`src/blss_pkg.sv`:
```
`default_nettype none
package blss_pkg;

    // Defaults of the top-level parameters.
    localparam int BUFFER_DEPTH_DEF       = 2048;
    localparam int KERNEL_DEPTH_DEF       = 512;
    localparam int PHASE_BITS_DEF         = 6;
    localparam int TIME_FRACTION_BITS_DEF = 16;
    localparam int ACCUM_SAMPLE_BITS_DEF  = 30;
    localparam int GUARD_ENTRIES_DEF      = 16;

    // Depth of the queue between the front and the engine.
    localparam int FRONT_DEPTH = 4;

    localparam logic signed [15:0] SAMPLE_MAX = 16'sh7FFF;
    localparam logic signed [15:0] SAMPLE_MIN = 16'sh8000;

    // Input modes as they arrive on the port.
    localparam logic [1:0] MODE_LOAD = 2'd0;
    localparam logic [1:0] MODE_ADD  = 2'd1;
    localparam logic [1:0] MODE_END  = 2'd2;
    localparam logic [1:0] MODE_READ = 2'd3;

    // Item classes handed from the front to the engine.
    localparam logic [2:0] K_NOP  = 3'd0;
    localparam logic [2:0] K_LOAD = 3'd1;
    localparam logic [2:0] K_ADD  = 3'd2;
    localparam logic [2:0] K_END  = 3'd3;
    localparam logic [2:0] K_READ = 3'd4;

    // Configuration register indexes.
    localparam logic [1:0] REG_RATE_FACTOR = 2'd0;
    localparam logic [1:0] REG_LEAK_SHIFT  = 2'd1;
    localparam logic [1:0] REG_DELTA_SCALE = 2'd2;
    localparam logic [1:0] REG_WIDE_KERNEL = 2'd3;

    typedef struct packed {
        logic [31:0] rate_factor;
        logic [4:0]  leak_shift;
        logic [15:0] delta_scale;
        logic        wide_kernel;
    } t_cfg;

    typedef struct packed {
        logic [2:0]         kind;
        logic [19:0]        clock_time;
        logic signed [15:0] step_delta;
        logic [8:0]         kernel_index;
        logic signed [15:0] kernel_word;
    } t_item;

    typedef struct packed {
        logic signed [15:0] sample;
        logic               sample_valid;
        logic               overrun;
        logic [11:0]        samples_ready;
    } t_result;

endpackage
`default_nettype wire

```
`src/blss_outq.sv`:
```
`default_nettype none
module blss_outq (
    input  wire                  i_clk,
    input  wire                  i_rst_n,
    input  wire                  i_push,
    input  blss_pkg::t_result    i_res,
    output logic                 o_full,
    output logic                 o_empty,
    input  wire                  i_pop,
    output blss_pkg::t_result    o_res
);
    import blss_pkg::*;

    t_result     r_mem [2];
    logic        r_wr, r_rd;
    logic [1:0]  r_cnt;

    always_ff @(posedge i_clk) begin
        if (i_push) begin
            r_mem[r_wr] <= i_res;
        end
    end

    always_ff @(posedge i_clk) begin
        if (!i_rst_n) begin
            r_wr  <= 1'b0;
            r_rd  <= 1'b0;
            r_cnt <= '0;
        end else begin
            if (i_push) begin
                r_wr <= ~r_wr;
            end
            if (i_pop) begin
                r_rd <= ~r_rd;
            end
            r_cnt <= r_cnt + 2'(i_push) - 2'(i_pop);
        end
    end

    assign o_full  = (r_cnt == 2'd2);
    assign o_empty = (r_cnt == 2'd0);
    assign o_res   = r_mem[r_rd];

endmodule
`default_nettype wire

```
`config.mk`:
```
export PLATFORM = sky130hd
export DESIGN_NAME = blss_outq
export DESIGN_NICKNAME = d
export VERILOG_FILES = /design/src/blss_pkg.sv /design/src/blss_outq.sv
export SDC_FILE = /design/constraint.sdc
export NUM_CORES = 1
export LEC_CHECK = 0
export ABC_AREA = 1
export BUFFER_PORTS_ARGS = -buffer_cell sky130_fd_sc_hd__buf_2
export CAP_MARGIN = 20
export CORE_MARGIN = 4
export CORE_UTILIZATION = 44
export CTS_BUF_LIST = sky130_fd_sc_hd__clkbuf_8
export DETAILED_ROUTE_END_ITERATION = 8
export HOLD_SLACK_MARGIN = 0.1
export PLACE_DENSITY = 0.68
export SYNTH_ARGS = -nofsm -noshare
export SYNTH_HDL_FRONTEND = slang
export SYNTH_SLANG_ARGS = --single-unit
```
`constraint.sdc`:
```
create_clock -name i_clk -period 6.06 [get_ports i_clk]
set_clock_uncertainty 0.1 [all_clocks]
set_input_delay 1.212 -clock i_clk [delete_from_list [all_inputs] [get_ports i_clk]]
set_output_delay 1.212 -clock i_clk [all_outputs]
set_load 0.02 [all_outputs]
```
==> reports/qor.yml <==
final_nets: 237
r2r_cells: 2
cts_tree: "done"
syn_to_final_growth_pct: 24.7
r2r_start: "r_wr$_SDFFE_PN0P_"
grt_max_degree: 31
via_per_inst: 4.49
postCtsResizedCells: 0
wl_per_cell_um: 14.2
io_pins: 66
fmax_mhz: 319
final_hold_viol_count: 0
yosysUniqueCellTypes: 10
grt_usage_pct: 11.8
drv_slew: 0
worstSetupStartpointType: "flop"
vias: 1247
crit_fanout: 30
relSlewSlack_pct: 34.0
leakage_uw: 0.00131
fin_cells: 278
required_ns: 4.75
gp_congestion: 0.682
place_area_um2: 2930
syn_nets: 162
ant_nets: 0
drive_gt1_share_pct: 54.9
power_density_nw_per_um2: 321
syn-cell-area_um2: 2510
portBuffers: 65
cts_sinks: 65
cap_viol_max_count: 0
crit_cells: 2
dp_hpwl_mm: 2.87
cp-end-kind: "primary output"
core.rowCount: 27
syn_inst: 126
crit_chain: "mux2_4, buf_2"
coreArea_um2: 5510
postCtsSetupRepairBufs: 0
cts.clk_slew.worst_paths_ns: 0.06
insertion_delay_ns: 0.32
rsz0062_at_grt: "no"
ys_warn_count: 0
finalWirelength_mm: 3.95
synth_area_per_cell_um2: 19.9
dr.pass1.iters: 4
path_class: "flop to primary output"
cts.hold.buffers_added: 0
setup_viol: 0
worst_pin_slew_ns: 0.991
r2r_end: "r_mem[0][28]$_DFFE_PP_"
status: "finished clean"
yosysSeqAreaShare_pct: 75.7
cts_buffer_depth: 2
whs_ns: 0.411
dieArea_um2: 6980
synth.ff_latch_count: 65
grt_pass1_vias: 1314
cp_data_arrival_time_ns: 1.83
fin_area_um2: 3130
htree_num_levels: 3
antenna_found_initial: 0
endpoint: "o_res[4]"
root_buffer: "clkbuf_8"
insertedDiodeCount: 0
grt_overflow: 0
min_path_type: "flop to flop"
die_y_um: 83.5
min_period_ns: 3.14
grt_pass1_wl_mm: 6.24
drc: 0
critPathBufInv: 1
fin_crit_sh_pct: 51.8
dp_cells: 262
rrSetupSlack_ns: 4.33
cpPeakStageDelay_ns: 0.98
die_x_um: 83.5
tns_ns: 0
cts_inserted_buffers: 9
slowest_stage: "dfxtp_2"
drt_iter0_markers: 30
critical_path.top_delay_family: "flip-flops"
ir_worst_vdd_mv: 0.174
initial_core_util_pct: 45.6
cells in the mapped netlist:
| cell type | n | share of area, % |
|---|---|---|
| ha_1 | 2 | 1.0 |
| dfxtp_1 | 5 | 4.0 |
| nor2_1 | 9 | 1.3 |
| nand3_1 | 1 | 0.20 |
| inv_1 | 7 | 1.0 |
| nand2_1 | 8 | 1.2 |
| buf_6 | 3 | 1.3 |
| edfxtp_1 | 60 | 72 |
| a21oi_1 | 1 | 0.20 |
| mux2_4 | 30 | 18 |
metal layers:
layer	wire (µm)	up-vias	global-route usage [%]	share of wire, %
li1	-	616	-	-
met1	1550	585	12.9	39
met2	2060	39	19.9	52
met3	242	7	3.75	6.1
met4	99	0	7.46	2.5
met5	0	-	0	0
sequential cells by signal, indices dropped and copies added, names as in the netlist, named ones only:
| signal | flops |
|---|---|
| r_cnt | 2 |
| r_wr | 1 |
| r_rd | 1 |
| r_mem | 60 |
stage by stage:
step	power, µW	setup WS, ns	utilization [%]
final	1000	2.92	56.9
after detailed placement	666	3.23	53.2
after CTS	1020	2.87	56.9
after floorplan	621	3.02	-
after global routing	1050	2.82	56.9
after global placement	659	3.24	52.7
power by group:
part           leakage, µW  total [µW]  internal, µW  switching [µW]
logic             0.000594         120          57.8            62.6
registers         0.000605         533           518            15.0
clock network     0.000112         350           208             143
how the worst min path moves through the flow:
stage | startpoint | endpoint | depth (start not counted)
final | r_rd$_SDFFE_PN0P_ | flop | 2
after global routing | r_wr$_SDFFE_PN0P_ | r_wr$_SDFFE_PN0P_ | 2
after CTS | r_rd$_SDFFE_PN0P_ | flop | 2
after detailed placement | r_rd$_SDFFE_PN0P_ | flop | 2
after global placement | r_rd$_SDFFE_PN0P_ | r_rd$_SDFFE_PN0P_ | 2
after floorplan | r_rd$_SDFFE_PN0P_ | flop | 2
area by class of cell:
class	instances	area, µm²
clock inverter	5	47.5
multi-input combinational	51	552
sequential	65	1900
clock buffer	11	151
timing repair buffer	67	360
inverter	7	26.3
fill	440	2380
tap	72	90.1
worst register-to-register path, stage by stage (launching register included):
cell	delay (ns)
dfxtp_1	0.33
nor2_2	0.62
buf_4	0.38
cells in the final DEF, fill, tap and decap left out:
master / instances
buf_2: 65
edfxtp_1: 60
mux2_4: 30
clkbuf_8: 11
inv_1: 9
nor2_1: 8
nand2_1: 8
dfxtp_1: 4
ha_1: 2
clkinv_2: 2
nor2_2: 1
a21oi_1: 1
nand3_1: 1
dfxtp_2: 1
bufinv_16: 1
buf_16: 1
buf_4: 1
cells by family after synthesis:
family,synth area share [%]
adders and majority gates,0.996
AOI/OAI and AO/OA,0.199
DFF,75.7
muxes,17.9
buffers and inverters,2.39
and+or+nand+nor,2.74
No activity file was read; power rests on OpenSTA's default activity.
