$ cat config.mk
export PLATFORM = sky130hd
export DESIGN_NAME = blss_front
export DESIGN_NICKNAME = d
export VERILOG_FILES = /design/src/blss_pkg.sv /design/src/blss_front.sv
export SDC_FILE = /design/constraint.sdc
export NUM_CORES = 1
export LEC_CHECK = 0
export BUFFER_PORTS_ARGS = -buffer_cell sky130_fd_sc_hd__buf_2
export CAP_MARGIN = 30
export CORE_ASPECT_RATIO = 1.4
export CORE_MARGIN = 8
export CORE_UTILIZATION = 55
export CTS_CLUSTER_DIAMETER = 100
export CTS_CLUSTER_SIZE = 16
export DETAILED_ROUTE_END_ITERATION = 7
export HOLD_SLACK_MARGIN = 0.12
export PLACE_DENSITY = 0.77
export SKIP_LAST_GASP = 1
export SYNTH_ARGS = -nofsm -noshare
export SYNTH_HDL_FRONTEND = slang
export SYNTH_SLANG_ARGS = --single-unit
$ cat constraint.sdc
create_clock -name i_clk -period 5.8 [get_ports i_clk]
set_input_delay 0.29 -clock i_clk [delete_from_list [all_inputs] [get_ports i_clk]]
set_output_delay 0.29 -clock i_clk [all_outputs]
set_load 0.005 [all_outputs]
$ cat src/blss_pkg.sv
`default_nettype none
package blss_pkg;

    // Defaults of the top-level parameters.
    localparam int BUFFER_DEPTH_DEF       = 2048;
    localparam int KERNEL_DEPTH_DEF       = 512;
    localparam int PHASE_BITS_DEF         = 6;
    localparam int TIME_FRACTION_BITS_DEF = 16;
    localparam int ACCUM_SAMPLE_BITS_DEF  = 30;
    localparam int GUARD_ENTRIES_DEF      = 16;

    // Depth of the queue between the front and the engine.
    localparam int FRONT_DEPTH = 4;

    localparam logic signed [15:0] SAMPLE_MAX = 16'sh7FFF;
    localparam logic signed [15:0] SAMPLE_MIN = 16'sh8000;

    // Input modes as they arrive on the port.
    localparam logic [1:0] MODE_LOAD = 2'd0;
    localparam logic [1:0] MODE_ADD  = 2'd1;
    localparam logic [1:0] MODE_END  = 2'd2;
    localparam logic [1:0] MODE_READ = 2'd3;

    // Item classes handed from the front to the engine.
    localparam logic [2:0] K_NOP  = 3'd0;
    localparam logic [2:0] K_LOAD = 3'd1;
    localparam logic [2:0] K_ADD  = 3'd2;
    localparam logic [2:0] K_END  = 3'd3;
    localparam logic [2:0] K_READ = 3'd4;

    // Configuration register indexes.
    localparam logic [1:0] REG_RATE_FACTOR = 2'd0;
    localparam logic [1:0] REG_LEAK_SHIFT  = 2'd1;
    localparam logic [1:0] REG_DELTA_SCALE = 2'd2;
    localparam logic [1:0] REG_WIDE_KERNEL = 2'd3;

    typedef struct packed {
        logic [31:0] rate_factor;
        logic [4:0]  leak_shift;
        logic [15:0] delta_scale;
        logic        wide_kernel;
    } t_cfg;

    typedef struct packed {
        logic [2:0]         kind;
        logic [19:0]        clock_time;
        logic signed [15:0] step_delta;
        logic [8:0]         kernel_index;
        logic signed [15:0] kernel_word;
    } t_item;

    typedef struct packed {
        logic signed [15:0] sample;
        logic               sample_valid;
        logic               overrun;
        logic [11:0]        samples_ready;
    } t_result;

endpackage
`default_nettype wire

$ cat src/blss_front.sv
`default_nettype none
module blss_front #(
    parameter int KERNEL_DEPTH = 512
) (
    input  wire                  i_clk,
    input  wire                  i_rst_n,
    input  wire                  i_push,
    input  wire [1:0]            i_mode,
    input  wire [19:0]           i_clock_time,
    input  wire signed [15:0]    i_step_delta,
    input  wire [8:0]            i_kernel_index,
    input  wire signed [15:0]    i_kernel_word,
    output logic                 o_full,
    output logic                 o_valid,
    output blss_pkg::t_item      o_item,
    input  wire                  i_pop
);
    import blss_pkg::*;

    localparam int PW = $clog2(FRONT_DEPTH);

    t_item            r_mem [FRONT_DEPTH];
    logic [PW-1:0]    r_wr, r_rd;
    logic [PW:0]      r_cnt;
    t_item            w_item;

    // Classify on entry; a load beyond the kernel store becomes a no-op.
    always_comb begin
        w_item.clock_time   = i_clock_time;
        w_item.step_delta   = i_step_delta;
        w_item.kernel_index = i_kernel_index;
        w_item.kernel_word  = i_kernel_word;
        case (i_mode)
            MODE_LOAD: w_item.kind = (32'(i_kernel_index) < KERNEL_DEPTH) ? K_LOAD : K_NOP;
            MODE_ADD:  w_item.kind = K_ADD;
            MODE_END:  w_item.kind = K_END;
            MODE_READ: w_item.kind = K_READ;
            default:   w_item.kind = K_NOP;
        endcase
    end

    always_ff @(posedge i_clk) begin
        if (i_push) begin
            r_mem[r_wr] <= w_item;
        end
    end

    always_ff @(posedge i_clk) begin
        if (!i_rst_n) begin
            r_wr  <= '0;
            r_rd  <= '0;
            r_cnt <= '0;
        end else begin
            if (i_push) begin
                r_wr <= r_wr + 1'b1;
            end
            if (i_pop) begin
                r_rd <= r_rd + 1'b1;
            end
            r_cnt <= r_cnt + (PW+1)'(i_push) - (PW+1)'(i_pop);
        end
    end

    assign o_full  = (r_cnt == (PW+1)'(FRONT_DEPTH));
    assign o_valid = (r_cnt != '0);
    assign o_item  = r_mem[r_rd];

endmodule
`default_nettype wire

==> qor.txt <==
result of the run -> finished, final reports clean
share of final-layout standard cells stronger than drive strength 1 -> 0.3748
type of the worst min-delay path -> in -> reg
effective utilization at floorplan -> 0.5534
pin count of the biggest net entering global routing -> 65
crit start category -> register
wire length of the first global-routing pass -> 27500 um
number of setup violations in the final report -> 0
fraction of synthesized cell area taken by the top area cell type -> 0.7845
antenna violations before repair -> 2
most instantiated flip-flop cell in the synthesis netlist -> sky130_fd_sc_hd__edfxtp_1
violation count after the first detailed-route iteration -> 293
final hold violations -> 0
Synth area leaders -> sky130_fd_sc_hd__edfxtp_1 78%, sky130_fd_sc_hd__mux4_2 14%, sky130_fd_sc_hd__dfxtp_1 1.8%
sequential-to-total area share from yosys stat -> 0.8029
synthesis warning total -> 0
slew at the pin closest to its max-slew limit -> 0.9561 ns
share of cell area taken by muxes after synthesis -> 0.1496
CTS buffer count -> 20
largest family of logic cells by synthesized area -> multiplexers
Arrival @ worst endpoint -> 2.75 ns
cell with the most instances after synthesis -> sky130_fd_sc_hd__edfxtp_1
worst clock skew -> 0.008955 ns
Bufs on Longest Clock Path -> 3
fraction of registers with async set or reset after synthesis -> 0
PwrDens -> 328.6 nW/um^2
remaining global-route overflow -> 0
number of sinks on the clock net -> 265
cell at the root of the clock tree -> sky130_fd_sc_hd__clkbuf_16
global placement routability congestion -> 0.6829
Antenna Diode Count -> 0
Fillers -> 1164
total standard cell area after synthesis -> 9799 um^2
Cell variety after synth -> 22
worst path setup slack after routing -> 2.763 ns
max-cap viol count -> 0
via count of the first global-routing pass -> 4961
post-synthesis share of cell area spent on full adders, half adders and majority gates -> 0.01353
Final Max Slew Viols -> 0
Rel. slew slack -> 0.3626
Fmax -> 329.3 MHz
number of DRC violations after detailed routing -> 0
number of cell rows -> 58
number of H-tree branching levels -> 1
Compound-Gate Fraction of Synth Area -> 0.001532
Commonest cells post-synth -> 256 x sky130_fd_sc_hd__edfxtp_1, 60 x sky130_fd_sc_hd__mux4_2, 9 x sky130_fd_sc_hd__dfxtp_1, 9 x sky130_fd_sc_hd__ha_1, 8 x sky130_fd_sc_hd__inv_1
total design power -> 3.912 mW
post-detailed-route count of antenna-violating nets -> 0
share of synthesized cell area in and, or, nand and nor gates -> 0.008299
syn nets -> 459
worst-path fanout max -> 34
Cells after Synth -> 382
maximum vdd drop -> 0.2656 mV
I/O pin total -> 133
area of the die -> 22400 um^2
clock tree from TritonCTS -> built
area growth from synthesis to layout -> 21.48%
parity-gate share of the synthesized area counting xor and xnor cells -> 0.004086
first-pass iteration count of the detailed router -> 4
nets@finish -> 666
average detailed-routed wire length per instance -> 21.18 um
count of buffers inserted at the top-level ports -> 132
Die W -> 128.8 um
clock insertion delay at the later pin of the skew report -> 0.48 ns
vertical die dimension -> 173.9 um
total wire length after detailed routing -> 17860 um
multi-input gate area in the final layout -> 1745 um^2
core area -> 17710 um^2
instance count after placement with tap cells included -> 741
ratio of final minimum period to clock period -> 0.5236
static leakage -> 4.066 nW
WP data required -> 5.51 ns
dpl ws -> 3.176 ns
time the worst path needs with I/O delays and setup -> 3.037 ns
non-filler cells in the finished layout -> 843
post-route worst hold slack -> 0.1836 ns
cell taking the most area after synthesis -> sky130_fd_sc_hd__edfxtp_1
Global Route Usage Sum -> 0.1601
unrepaired setup endpoints after global routing -> no
register clock-pin slew on the reported worst setup and hold paths -> 0.07 ns
type of destination of the critical path -> output port
sequential cell area -> 7875 um^2
setup TNS after final layout -> 0 ns
vias per cell -> 5.370
post-synthesis sequential element count -> 265
syn avg cell area -> 25.65 um^2
total vias in the final route -> 4527
detailed placer's ending HPWL -> 10250 um
Setup CP Type -> reg -> out
Post-synth EDFFs -> 256
-- logic make-up after synthesis --
family                     after synthesis
AOI/OAI and AO/OA                        2
xor gates and xnor gates                 3
adders and majority gates               10
buffers and inverters                   22
DFF                                    265
muxes                                   65
and+or+nand+nor                         15
-- sequential cells by signal, summed over array words and instances, names as in the netlist, named ones only --
register,count
r_mem,256
r_cnt,3
r_rd,2
r_wr,2
-- per-stage QoR --
stage                     utilization  instance area [um^2]
after floorplan                     -                  9799
after global placement         0.5997                 10620
after detailed placement       0.5997                 10620
after CTS                      0.6685                 11840
after global routing           0.6723                 11900
final                          0.6723                 11900
-- power breakdown --
| part | internal, mW | leakage, nW | switching [mW] |
|---|---|---|---|
| logic | 0.218 | 1.36 | 0.172 |
| clock network | 0.679 | 0.280 | 0.591 |
| registers | 2.20 | 2.43 | 0.0512 |
| total | 3.10 | 4.07 | 0.815 |
-- path summary, 6_finish.rpt --
check | from | endpoint | slack, ns | depth (start not counted)
setup reg to reg | r_cnt[0] | r_cnt[2] | 3.97 | 8
setup / recovery | register | o_item[63] | 2.76 | 3
hold / removal | i_push | r_wr[0] | 0.18 | 3
hold reg to reg | r_rd[1] | register | 0.54 | 2
-- cells in the final DEF, fill, tap and decap left out --
cell type	instances
sky130_fd_sc_hd__edfxtp_1	256
sky130_fd_sc_hd__buf_2	132
sky130_fd_sc_hd__dlygate4sd3_1	63
sky130_fd_sc_hd__mux4_2	60
sky130_fd_sc_hd__clkbuf_16	21
sky130_fd_sc_hd__clkbuf_1	14
sky130_fd_sc_hd__ha_1	9
sky130_fd_sc_hd__inv_1	8
sky130_fd_sc_hd__dfxtp_1	7
sky130_fd_sc_hd__nor2_1	6
sky130_fd_sc_hd__mux4_1	4
sky130_fd_sc_hd__and2_4	4
sky130_fd_sc_hd__xnor2_1	2
sky130_fd_sc_hd__dfxtp_4	2
sky130_fd_sc_hd__buf_12	2
sky130_fd_sc_hd__or2_2	1
sky130_fd_sc_hd__nor3b_1	1
sky130_fd_sc_hd__or3_1	1
sky130_fd_sc_hd__and2_1	1
sky130_fd_sc_hd__a21bo_2	1
sky130_fd_sc_hd__nand3b_1	1
sky130_fd_sc_hd__a21oi_1	1
sky130_fd_sc_hd__mux2i_1	1
sky130_fd_sc_hd__xnor3_1	1
sky130_fd_sc_hd__fa_1	1
sky130_fd_sc_hd__inv_6	1
sky130_fd_sc_hd__buf_16	1
sky130_fd_sc_hd__buf_4	1
-- critical path: stages, from the launching register on --
cell	delay, ns
sky130_fd_sc_hd__dfxtp_4	0.75
sky130_fd_sc_hd__buf_4	0.64
sky130_fd_sc_hd__mux4_1	0.65
sky130_fd_sc_hd__buf_2	0.15
-- layer usage --
layer  GRT usage  wire length [um]
met1      0.1876              6583
met2      0.2870              9888
met3     0.03097               988
met4     0.05160               373
met5           0                22
-- area by class of cell --
cell class                      instances  share of cell area
Clock buffer                           35             0.04856
Clock inverter                          1           0.0007358
Inverter                                8            0.002523
Multi-Input combinational cell         95              0.1466
Sequential cell                       265              0.6616
Tap cell                              240             0.02523
Timing Repair Buffer                  199              0.1148
-- what timing repair did --
| action | CTS | global route |
|---|---|---|
| hold buffers | 63 | 0 |
| gates resized for setup | 0 | 0 |
| buffers inserted | 0 | 0 |
| endpoints found under the hold margin | 246 | 0 |
Note: power is estimated with default switching activity, not from simulation.
